File: config.mk
export PLATFORM = sky130hd
export DESIGN_NAME = lfrg_best
export DESIGN_NICKNAME = d
export VERILOG_FILES = /design/src/rtl/core/lfrg_pkg.sv /design/src/rtl/core/lfrg_best.sv
export SDC_FILE = /design/constraint.sdc
export NUM_CORES = 1
export LEC_CHECK = 0
export ABC_AREA = 1
export BUFFER_PORTS_ARGS = -buffer_cell sky130_fd_sc_hd__buf_2
export CORE_ASPECT_RATIO = 0.8
export CORE_MARGIN = 2
export CORE_UTILIZATION = 54
export DETAILED_ROUTE_END_ITERATION = 6
export PLACE_DENSITY_LB_ADDON = 0.1
export SETUP_SLACK_MARGIN = 0.02
export SYNTH_ARGS = -nofsm -noshare
export SYNTH_HDL_FRONTEND = slang
export SYNTH_SLANG_ARGS = --single-unit
File: constraint.sdc
create_clock -name clk -period 2.1 [get_ports clk]
set_input_delay 0.21 -clock clk [delete_from_list [all_inputs] [get_ports clk]]
set_output_delay 0.21 -clock clk [all_outputs]
set_load 0.03 [all_outputs]
File: src/rtl/core/lfrg_pkg.sv
`default_nettype none
package lfrg_pkg;

	localparam int MAX_COLS   = 256;
	localparam int MAX_ROWS   = 256;
	localparam int COL_W      = $clog2(MAX_COLS);
	localparam int ROW_W      = $clog2(MAX_ROWS);
	localparam int SIZE_W     = 9;
	localparam int HGT_W      = 9;
	localparam int AREA_W     = 17;
	localparam int DIST_W     = 16;
	localparam int WGT_W      = 16;
	localparam int CFG_IDX_W  = 2;
	localparam int CFG_DATA_W = 17;

	localparam logic [CFG_IDX_W-1:0] REG_GRID_COLS = 2'd0;
	localparam logic [CFG_IDX_W-1:0] REG_GRID_ROWS = 2'd1;
	localparam logic [CFG_IDX_W-1:0] REG_SDF_THR   = 2'd2;
	localparam logic [CFG_IDX_W-1:0] REG_MIN_AREA  = 2'd3;

	// stack entry: left edge of the span and the run height
	typedef struct packed {
		logic [COL_W-1:0] left;
		logic [HGT_W-1:0] hgt;
	} stk_ent_t;

	typedef struct packed {
		logic             we;
		logic [COL_W-1:0] waddr;
		stk_ent_t         wdata;
		logic             re;
		logic [COL_W-1:0] raddr;
	} stk_req_t;

	typedef struct packed {
		logic             re;
		logic             we;
		logic             clear;
		logic [COL_W-1:0] addr;
		logic [HGT_W-1:0] wdata;
	} col_req_t;

	typedef struct packed {
		logic mul;
		logic cmp;
		logic clr;
	} best_ctl_t;

	typedef struct packed {
		logic [AREA_W-1:0] area;
		logic [ROW_W-1:0]  row;
		logic [COL_W-1:0]  col;
		logic [HGT_W-1:0]  rows_high;
		logic [SIZE_W-1:0] cols_wide;
	} best_t;

endpackage
`default_nettype wire

File: src/rtl/core/lfrg_best.sv
`default_nettype none
module lfrg_best (
	input  wire logic                     clk,
	input  wire logic                     arst_n,
	input  wire lfrg_pkg::best_ctl_t      ctl,
	input  wire logic [lfrg_pkg::HGT_W-1:0]  hgt,
	input  wire logic [lfrg_pkg::SIZE_W-1:0] wid,
	input  wire logic [lfrg_pkg::COL_W-1:0]  left,
	input  wire logic [lfrg_pkg::ROW_W-1:0]  row,
	output lfrg_pkg::best_t               best
);
	import lfrg_pkg::*;

	logic [HGT_W+SIZE_W-1:0] prod;
	logic [AREA_W-1:0]       prod_q;
	logic [HGT_W-1:0]        hgt_q;
	logic [SIZE_W-1:0]       wid_q;
	logic [COL_W-1:0]        left_q;
	logic [HGT_W-1:0]        top_row;
	best_t                   best_q;

	assign prod    = hgt * wid;
	assign top_row = {1'b0, row} + HGT_W'(1) - hgt_q;

	always_ff @(posedge clk) begin
		if (ctl.mul) begin
			prod_q <= prod[AREA_W-1:0];
			hgt_q  <= hgt;
			wid_q  <= wid;
			left_q <= left;
		end
	end

	always_ff @(posedge clk or negedge arst_n) begin
		if (!arst_n) begin
			best_q <= '0;
		end else if (ctl.clr) begin
			best_q <= '0;
		end else if (ctl.cmp && prod_q > best_q.area) begin
			best_q.area      <= prod_q;
			best_q.rows_high <= hgt_q;
			best_q.cols_wide <= wid_q;
			best_q.col       <= left_q;
			best_q.row       <= top_row[ROW_W-1:0];
		end
	end

	assign best = best_q;

endmodule
`default_nettype wire
### Word level (Yosys, flattened, before mapping)

Cells that the tools add are included.

* register bits: 94
* input bits: 39
* output and inout bits: 51

* add/sub/neg operators: 2
* multiply operators: 1
* order comparisons: 1
* muxes and demuxes: 2
* reduce and logical (&&, ||, !) cells: 2

Operators with widths (number)
* $mux W51: 2
* $gt A17 B17 Y1: 1
* $mul A9 B9 Y17: 1
* $add A8 B1 Y8 const B: 1
* $sub A8 B8 Y8: 1
* $reduce_bool A2 Y1: 1
* $logic_and A1 B1 Y1: 1

### Logic depth before layout (Yosys ltp)

* depth after elaboration: 4
* mapped depth: 20
* gate-level depth less buffers: 19

### Worst setup path after synthesis

No wires, ideal clock.

* path kind: input port to flip-flop
* from: input hgt[0] (netlist name)
* to: register prod_q[13], data pin
* arrival: 3768 ps
* slack: -1930 ps
* stages on the path: 15
* cell sequence: clkbuf_1 nand2_1 fa_1 fa_1 inv_1 fa_1 inv_1 fa_1 inv_1 ha_1 a21oi_1 or2_2 nand3_1 a21oi_1 xor2_1

* word-level cells in the longest chain between the ends: 1

RTL lines
* from (decl): line lfrg_best.sv:6 `input wire logic [lfrg_pkg::HGT_W-1:0] hgt,`
* $mul A9 B9 Y17: line lfrg_best.sv:22 `assign prod = hgt * wid;`
* named net prod[13]: line lfrg_best.sv:14 `logic [HGT_W+SIZE_W-1:0] prod;`
* to (signal assigned): line lfrg_best.sv:27 `prod_q <= prod[AREA_W-1:0];`
* to (decl): line lfrg_best.sv:15 `logic [AREA_W-1:0] prod_q;`

The timed path passes the listed nets, and every way through them passes these cells.
A chain may end at the register's enable or synchronous reset.

### Worst setup path in the final report

* from: input hgt[5] (netlist name)
* to: register prod_q[16], data pin

Same word-level chain as after synthesis.

==> impl_metrics.toml <==
[global_routing]
grt_pass1_wl_um = 28120
busiest_layer = "met2"
antenna_found_initial = 0
met1_usage_pct = 34.81
use_met3_pct = 3.783
grt_usage_pct = 25.17
grt_max_degree = 52
use_met2_pct = 41.60
first_global_vias = 5798
overflow = 0

[yosys]
ys_seq_area_share_pct = 35.78
synth.avg_cell_area_sq_um = 8.958
synth_top_area_share_pct = 17.99
ys.flop_type = "dfrtp_1"
synth.area.top_cells = "edfxtp_1 (18%), dfrtp_1 (18%), fa_1 (14%), ha_1 (12%), nand2_1 (9.8%)"
synthDistinctLibCells = 30
synth_warnings = 0
synthesis.area_sq_um = 7176
synthArstFlopShare_pct = 54.26
synth_nets = 956
ys_ff_latch = 94
synth_top_cell_by_area = "edfxtp_1"
synth_edf_count = 43
synthCells = 801

[clock_network]
cts_tree = "built"
htreeDepth = 3
clk_pin_slew_ns = 0.07
clockBufferDepth = 2
cts.sinks = 94
numCtsBuffers = 9
root_buffer = "clkbuf_16"
clock_latency_ns = 0.35

[outcome]
violations = "negative setup slack"
status = "complete, but fails checks"

[layout]
final_common_cell = "nand2_1"
diodes = 0
drive_gt1_share_pct = 33.76
fin_area_sq_um = 9514
instances_no_fill = 1120
finalNetCount = 1095
mostFrequentLayoutCells = "nand2_1 (157), inv_1 (148), buf_2 (71)"
multi_input_area_sq_um = 4272
area_growth_pct = 32.59
register_area_sq_um = 2567
n_fill_cell = 908

[placement]
pre_cts_slack_ns = -1.733
place_area_sq_um = 8325
dp.cells = 1079
gp_congestion = 0.8557
io_buffers = 89
hpwl_um = 12500

[sta]
setup_viol = 13
fin_crit_sh_pct = 160.9
tightestPinTransition_ns = 0.6029
hold_violations = 0
layout_setup_ws_ns = -1.279
slew_violations = 0
max_freq_ghz = 0.2960
hold_ws_ns = 0.03624
fin_worst_skew_ns = 0.006447
rsz0062_at_grt = "true"
slew_headroom_pct = 59.81
fin_crit_ns = 3.379

[critical_path]
ff2ff_path_depth = 11
cp_max_fo = 10
ff2ff_setup_slack_ns = 0.01
worst_r2r_endpoint = "best[33]$_DFFE_PN0P_"
worstPathCellList = "buf_12 > nand2_1 > inv_1 > fa_1 > fa_1 > fa_1 > inv_1 > fa_1 > inv_2 > ha_4 > nand2_2 > nor2_2 > nand3_1 > nand3_2 > nand2_1 > inv_1 > nor2_1"
crit_family = "adder cells"
path_class = "in2reg"
path_buf_inv = 5
arrival_ns = 3.49
critPathMaxStageDelay_ns = 0.53
end_kind = "flip-flop"
crit_slowest_cell = "fa_1"
r2r-start = "hgt_q[3]$_DFFE_PP_"
cpMostUsedCell = "fa_1"
worstPathRequired_ns = 2.21
cp-start-kind = "input pin"

[floorplanning]
start_util_pct = 55.56
core_area_sq_um = 12920
dieHeight_um = 107.1
rows = 37
ioPinCount = 90
die_area_sq_um = 14230
fp.dieW_um = 132.9

[flow_run]
cap_violations = 0

[worst_hold_path]
hold_start = "left[2]"
whs_path_depth = 1
hp-class = "in2reg"
worstHoldEndpoint = "left_q[2]$_DFFE_PP_"

[route]
post_drt_via_cell_ratio = 5.206
drtIter0Drc = 350
ant_nets = 0
routed-via-count = 5831
routed_wl_um = 18440
routedWlPerCell_um = 16.47
drc = 0
dr.pass1.iters = 4

[pwr]
leakagePower_nw = 5.108
ir_worst_vdd_v = 0.0006107
powerDensity_nw_per_um2 = 1231
## cell type report
class,instances,share of cell area (%)
Clock inverter,4,0.4208
Multi-Input combinational cell,490,44.90
Tap cell,175,2.301
Sequential cell,94,26.99
Clock buffer,12,3.038
Inverter,174,6.878
Timing Repair Buffer,171,15.48
## Yosys cell counts (2+ instances only)
cell      count
inv_1       171
o21ai_0       3
xor2_1       10
inv_2         2
o21bai_1      2
buf_6         6
nand4_1      54
fa_1         50
xnor2_1       8
ha_1         66
nand3_2      20
nand2_1     188
buf_2        15
a21oi_1      23
nor2_1       13
dfrtp_1      51
edfxtp_1     43
nand3_1      42
clkbuf_1     23
## worst max path at each step
stage	slack (ns)	from	end	depth (start not counted)
CTS	-1.23	wid[7]	prod_q[13]$_DFFE_PP_	15
detailed placement	-1.73	hgt[4]	prod_q[13]$_DFFE_PP_	15
global route	-1.44	hgt[5]	prod_q[16]$_DFFE_PP_	17
floorplan	-1.49	wid[0]	prod_q[13]$_DFFE_PP_	15
finish	-1.28	hgt[5]	prod_q[16]$_DFFE_PP_	17
global placement	-1.67	wid[6]	prod_q[16]$_DFFE_PP_	15
## kinds of logic after synthesis
family | synth area share, %
AO/OA/AOI/OAI | 2.232
buffers and inverters | 12.35
adder cells (fa/ha/maj) | 25.46
flip-flops | 35.78
AND/OR/NAND/NOR | 21.99
XOR/XNOR | 2.197
## metrics by stage
step | power (mW) | setup TNS (ns) | util, %
finish | 11.71 | -13.66 | 73.66
global route | 12.51 | -14.93 | 73.66
CTS | 10.62 | -13.19 | 70.06
detailed placement | 8.532 | -20.10 | 64.46
global placement | 8.351 | -19.16 | 64.46
floorplan | 6.877 | -15.22 | -
## flip-flops by register name, indices dropped and copies added, names as in the netlist
signal and cells:
prod_q 17, wid_q 9, hgt_q 9, best 51, left_q 8
## routing by layer
layer / vias to the layer above / part of all wire [%]
met5: - / 0
met4: 0 / 2.4
met3: 34 / 5.3
met2: 170 / 48
met1: 2820 / 44
li1: 2807 / -
## what timing repair did
| item | CTS | global route |
|---|---|---|
| endpoints found under the hold margin | 22 | 0 |
| gates cloned | 1 | 4 |
| pin swaps | 33 | 37 |
| gates resized for setup | 84 | 71 |
| buffers inserted | 7 | 13 |
| setup endpoints to repair | 15 | 64 |
| hold buffers | 1 | 0 |
## power by group
part	internal, mW	leakage (nW)	total [mW]	switching [mW]
Clock	1.00	0.163	1.77	0.762
Sequential	2.51	1.11	2.81	0.301
Combinational	3.10	3.84	7.14	4.04
Total	6.61	5.11	11.7	5.10
Power figures use the tool's default switching activity.
