## src/rtl/core/lfrg_pkg.sv

```systemverilog
`default_nettype none
package lfrg_pkg;

	localparam int MAX_COLS   = 256;
	localparam int MAX_ROWS   = 256;
	localparam int COL_W      = $clog2(MAX_COLS);
	localparam int ROW_W      = $clog2(MAX_ROWS);
	localparam int SIZE_W     = 9;
	localparam int HGT_W      = 9;
	localparam int AREA_W     = 17;
	localparam int DIST_W     = 16;
	localparam int WGT_W      = 16;
	localparam int CFG_IDX_W  = 2;
	localparam int CFG_DATA_W = 17;

	localparam logic [CFG_IDX_W-1:0] REG_GRID_COLS = 2'd0;
	localparam logic [CFG_IDX_W-1:0] REG_GRID_ROWS = 2'd1;
	localparam logic [CFG_IDX_W-1:0] REG_SDF_THR   = 2'd2;
	localparam logic [CFG_IDX_W-1:0] REG_MIN_AREA  = 2'd3;

	// stack entry: left edge of the span and the run height
	typedef struct packed {
		logic [COL_W-1:0] left;
		logic [HGT_W-1:0] hgt;
	} stk_ent_t;

	typedef struct packed {
		logic             we;
		logic [COL_W-1:0] waddr;
		stk_ent_t         wdata;
		logic             re;
		logic [COL_W-1:0] raddr;
	} stk_req_t;

	typedef struct packed {
		logic             re;
		logic             we;
		logic             clear;
		logic [COL_W-1:0] addr;
		logic [HGT_W-1:0] wdata;
	} col_req_t;

	typedef struct packed {
		logic mul;
		logic cmp;
		logic clr;
	} best_ctl_t;

	typedef struct packed {
		logic [AREA_W-1:0] area;
		logic [ROW_W-1:0]  row;
		logic [COL_W-1:0]  col;
		logic [HGT_W-1:0]  rows_high;
		logic [SIZE_W-1:0] cols_wide;
	} best_t;

endpackage
`default_nettype wire

```

## src/rtl/core/lfrg_col_store.sv

```systemverilog
`default_nettype none
module lfrg_col_store (
	input  wire logic                    clk,
	input  wire logic                    arst_n,
	input  wire lfrg_pkg::col_req_t      req,
	output logic [lfrg_pkg::HGT_W-1:0]   rd_hgt
);
	import lfrg_pkg::*;

	logic [HGT_W-1:0]    mem [MAX_COLS];
	logic [MAX_COLS-1:0] valid_q;
	logic [HGT_W-1:0]    rd_data_q;
	logic                rd_valid_q;

	always_ff @(posedge clk) begin
		if (req.we) begin
			mem[req.addr] <= req.wdata;
		end
		if (req.re) begin
			rd_data_q <= mem[req.addr];
		end
	end

	// per-column valid bits give the zero heights of a fresh grid
	always_ff @(posedge clk or negedge arst_n) begin
		if (!arst_n) begin
			valid_q    <= '0;
			rd_valid_q <= 1'b0;
		end else begin
			if (req.clear) begin
				valid_q <= '0;
			end else if (req.we) begin
				valid_q[req.addr] <= 1'b1;
			end
			if (req.re) begin
				rd_valid_q <= valid_q[req.addr];
			end
		end
	end

	assign rd_hgt = rd_valid_q ? rd_data_q : '0;

endmodule
`default_nettype wire

```

## config.mk

```make
export PLATFORM = sky130hd
export DESIGN_NAME = lfrg_col_store
export DESIGN_NICKNAME = d
export VERILOG_FILES = /design/src/rtl/core/lfrg_pkg.sv /design/src/rtl/core/lfrg_col_store.sv
export SDC_FILE = /design/constraint.sdc
export NUM_CORES = 2
export LEC_CHECK = 0
export BUFFER_PORTS_ARGS = -buffer_cell sky130_fd_sc_hd__buf_4
export CORE_UTILIZATION = 45
export DETAILED_ROUTE_END_ITERATION = 10
export PLACE_DENSITY = 0.67
export SYNTH_ARGS = -nofsm -noshare
export SYNTH_HDL_FRONTEND = slang
export SYNTH_SLANG_ARGS = --single-unit
```

## constraint.sdc

```tcl
create_clock -name clk -period 2.65 [get_ports clk]
set_input_delay 0.53 -clock clk [delete_from_list [all_inputs] [get_ports clk]]
set_output_delay 0.53 -clock clk [all_outputs]
set_load 0.005 [all_outputs]
```

; ---- Word-level counts from Yosys, hierarchy flattened
; Memories as Yosys holds them, arrays and structs flattened. A register that Yosys moved wholly into a read port is not among the register bits.
; Cells that the tools add are included.
[op_classes]
magnitude_cmp = 2
mux = 9
bitwise_logic = 1
n_reduce_logical = 2
[ops]
columns = cell, count
row1 = $mux 256, 2
row2 = $or 256x256->256, 1
row3 = $lt 8x9->1 const B, 1
row4 = $mux 9, 1
row5 = $bmux 1 s8, 1
row6 = $demux 1 s8, 1
row7 = $ge 8x1->1 const B, 1
row8 = $mux 1, 4
row9 = $reduce_bool 2->1, 1
row10 = $logic_and 1x1->1, 1
[word_totals]
reg_bits = 257
ramBits = 2304
in_bits = 22
output_inout_bits = 9
wordCells = 17
mem_count = 1
[memory_table]
columns = memory, words, word_bits, read_ports, rd_ports_with_merged_regs, wr, line_no
row1 = mem, 256, 9, 1, 1, 1, lfrg_col_store.sv:10  ; logic [HGT_W-1:0] mem [MAX_COLS];

; ---- Longest topological paths before layout
[depth]
depth_word = 7
ltp_mapped = 13
ltp_nobuf = 6

; ---- Worst setup path after synthesis
; OpenSTA, ideal clock, no wires.
[synth_path]
kind = input to register
start = input port req[12] (netlist bit)
end = memory mem[175][0], enable pin
setup_time_ns = 0.389
arrival_time_ns = 2.869
t_required_ns = 2.261
setup_slack_ns = -0.609
path_stages = 7
n_path_buf = 5
path_cell_list = clkbuf_1 > buf_2 > buf_2 > clkbuf_1 > clkbuf_1 > nand2_1 > nor3_1
[synth_lines]
columns = item, line_no
row1 = "start, declared", lfrg_col_store.sv:5  ; input wire lfrg_pkg::col_req_t req,
row2 = "end, declared", lfrg_col_store.sv:10
; No word-level cell before the write port.

==> impl_results.md <==
* Final net count at 5614
* Int Pwr at around 68 mW
* Post-synth top area share at ~70%
* DIE AREA at 223000 um^2
* Hold Path Class: primary input to flip-flop
* CP Max Fanout at 1
* Mapped Area at about 100000 um^2
* CTS Buffer Depth at 4
* Clock share of power at 43.1%
* Worst VDD drop at 0.551 mV
* Crit path top cell by count: mux4_2
* Cell family with most CP delay: multiplexers
* Final Core Density at 55.8%
* Drt drc at 0
* Port Buffer Count at 30
* Placed insts at 8265
* Share of cells above drive strength 1 at 38.8%
* Endpoints failing setup at 1
* Final-layout fill cell count at 16200
* Vias at 52400
* Max stage delay on crit path at 620 ps
* Clock-pin slew on the worst setup and hold paths at 60 ps
* Worst-margin pin slew at ~1300 ps
* Fin. Hold Viols at 0
* Mapped Nets at 4755
* Worst Setup Slack post-DPL at -1210 ps
* Synth area leaders: edfxtp_1, mux4_2, dfrtp_1, nor2_1, buf_2
* Avg Vias per Cell at 5.99
* Final Cell Area at 123000 um^2
* CTS sink count at 2570
* Main synth FF type: edfxtp_1
* TritonRoute pass-1 iters at 5
* Area growth syn-to-layout at 23.0%
* Area leader, netlist: edfxtp_1
* H-tree depth at 5
* Total CTS buffers at 274
* Critical Path Sink Type: flip-flop
* First-pass GRT wire length at 385000 um
* Leakage at 40.7 nW
* Seq/Total Area, Yosys at 76.1%
* Outcome: finished, violations left
* Critical path required time at 3300 ps
* Netlist cell types at 52
* PD cells at 706 nW/um^2
* Fin crit share at 101%
* Number of global-route vias before repair at around 53000
* Switching part of the total power at 20.9%
* CP max stage cell: mux4_2
* Mean Syn Cell Area at 21.1 um^2
* Gate power share at 5.7%
* Worst EP arrival at 3340 ps
* Gr ovfl total at 0
* Sequential Power Share at approximately 50%
* Iter 0 DRT Violations at 6386
* FP Rows at ~170
* Worst skew pair latency at 900 ps
* Per-cell routed wire length at roughly 30 um
* Post-DP HPWL at 174000 um
* Die H at 473 um
* RSZ-0062 raised after global routing: yes
* Final worst slack at -37.5 ps
* Placed Area at 114000 um^2
* Startpoint Class: flip-flop
* Die Width at 473 um
* Bufs and invs on worst path at 0
* Worst Skew at 52.7 ps
* Final WL at 267000 um
* Ports at 31
* Slew HR at between 10 and 15%
* Remaining antenna violation count at 0
* FMAX at 372 MHz
* Initial antenna violation count at 11
* Clock tree from TritonCTS: done
* Cells after Synth at 4733
* Final-report max-slew violation count at 0
* Synth warnings at 0
* CP cell instances: mux4_2, mux4_2, mux4_2, a2111o_1
* Core outline area at 220000 um^2
* Routability Congestion at between 0.8 and 0.9
* Initial Utilization at between 40 and 50%
* Pin count of the biggest net entering global routing at 97
* Failing checks: setup timing
* Psw at 18.1 mW
* Tot GR Track Use at 24.1%
* Final instance count without filler cells at 8748
* Crit Path Category: flip-flop to flip-flop
* Flops & latches, synth at 2570
* Number of synthesized flops with an enable pin at about 2300
* Setup TNS at -37.5 ps
* Tmin final at approximately 2700 ps
* Max-Cap Viols at 0
* FFs w/ async S/R, synth at 10.0%
* Root buffer cell: clkbuf_16
## sequential cells by signal, summed over array words and instances (netlist names)
signal and flops:
valid_q 256, mem 2304, rd_valid_q 1, rd_data_q 9
## path summary, 6_finish.rpt
check	start	endpoint	slack, ps	cells past startpoint
max	mem[187][0]$_DFFE_PP_	rd_data_q[0]$_DFFE_PP_	-40	4
min	req[3]	mem[235][3]$_DFFE_PP_	110	1
max reg2reg	mem[187][0]$_DFFE_PP_	rd_data_q[0]$_DFFE_PP_	-40	4
min reg2reg	valid_q[230]$_DFFE_PN0P_	valid_q[230]$_DFFE_PN0P_	500	2
max in group asynchronous	arst_n	valid_q[128]$_DFFE_PN0P_	1610	3
min in group asynchronous	arst_n	valid_q[229]$_DFFE_PN0P_	190	2
## what timing repair did
action | in CTS | in global routing
endpoints found under the hold margin | 73 | 0
setup endpoints to repair | 8 | 6
hold buffers | 3 | 0
resized for setup | 17 | 12
buffers inserted | 0 | 5
pin swaps | 4 | 2
gates cloned | 0 | 1
## worst reg2reg max path, cell delays in order (launching register included)
cell	delay [ps]
edfxtp_1	380
mux4_2	480
mux4_2	540
mux4_2	620
a2111o_1	400
## power by group through the flow
stage	Combinational [mW]	Clock, mW	Sequential (mW)
2_1_floorplan	2.30	0	45.2
3_3_place_gp	4.80	0	45.1
3_5_place_dp	4.87	0	45.2
4_1_cts	4.92	37.9	44.3
5_1_grt	5.13	39.3	44.3
6_report	4.93	37.4	44.3
## cells in the final DEF (no fill, tap or decap), types with 6 or more instances in the layout
master      netlist  final
edfxtp_1       2313   2313
mux4_2          760    760
nor2_1          734    561
buf_4            23    525
buf_12            0    311
clkbuf_16         0    284
dfrtp_1         257    257
nor2_4            0    136
clkbuf_1        127     69
a22oi_1          64     55
nand2_1          56     45
a21oi_1          44     37
nor2_2            0     37
clkinv_1          1     34
clkinv_2          0     32
clkbuf_8          0     27
a22o_1           24     24
bufinv_16         0     22
o21ba_2          17     17
a221oi_1         16     15
mux2i_1          14     14
nand3_1          21     12
nand4_1          11     11
and2_1           15     11
nor3_4            0     10
nand2_2           0     10
a31oi_1          10     10
nand2b_1          9      9
a22oi_2           0      9
nand3_2           0      9
clkinvlp_4        0      8
nor3_1           16      6
nor2b_1          11      6
a21oi_2           0      6
## logic make-up after synthesis
kind of cell,count (synthesis),synth area share (%)
mux,779,17.4
buf+inv,278,1.34
compound gates,208,1.54
flops,2570,76.1
simple gates,898,3.62
## cell type report
class,count,area [um^2],area share [%]
diodes,1,2.50,0.00204
flip-flops and latches,2570,75900,61.9
clock inverters,103,1070,0.876
clock buffers,370,7590,6.19
repair buffers,859,10500,8.57
well taps,2958,3700,3.02
multi-input cells,1885,23900,19.5
inverters,2,7.51,0.00612
## cell usage after synthesis, types with 11 or more instances
cell,number
a21oi_1,44
a221oi_1,16
a22o_1,24
a22oi_1,64
and2_1,15
buf_1,17
buf_2,98
buf_4,23
buf_6,11
clkbuf_1,127
dfrtp_1,257
edfxtp_1,2313
mux2i_1,14
mux4_2,760
nand2_1,56
nand3_1,21
nand4_1,11
nor2_1,734
nor2b_1,11
nor3_1,16
o21ba_2,17
## routing by layer
layer	wire length (um)	track usage (%)	share of wire, %	vias to the layer above
met3	24000	4.63	9.0	457
li1	-	-	-	21200
met4	9750	8.82	3.7	8
met1	105000	33.7	39	28100
met5	39	0	0.015	-
met2	128000	38.0	48	2673
## per-stage QoR
step / hold WS (ps) / total power, mW
finish: 112 / 86.6
global route: 76.1 / 88.7
CTS: 40.4 / 87.1
detailed placement: 482 / 50.0
global placement: 472 / 49.9
floorplan: 234 / 47.5
(Power assumes the default switching activity.)
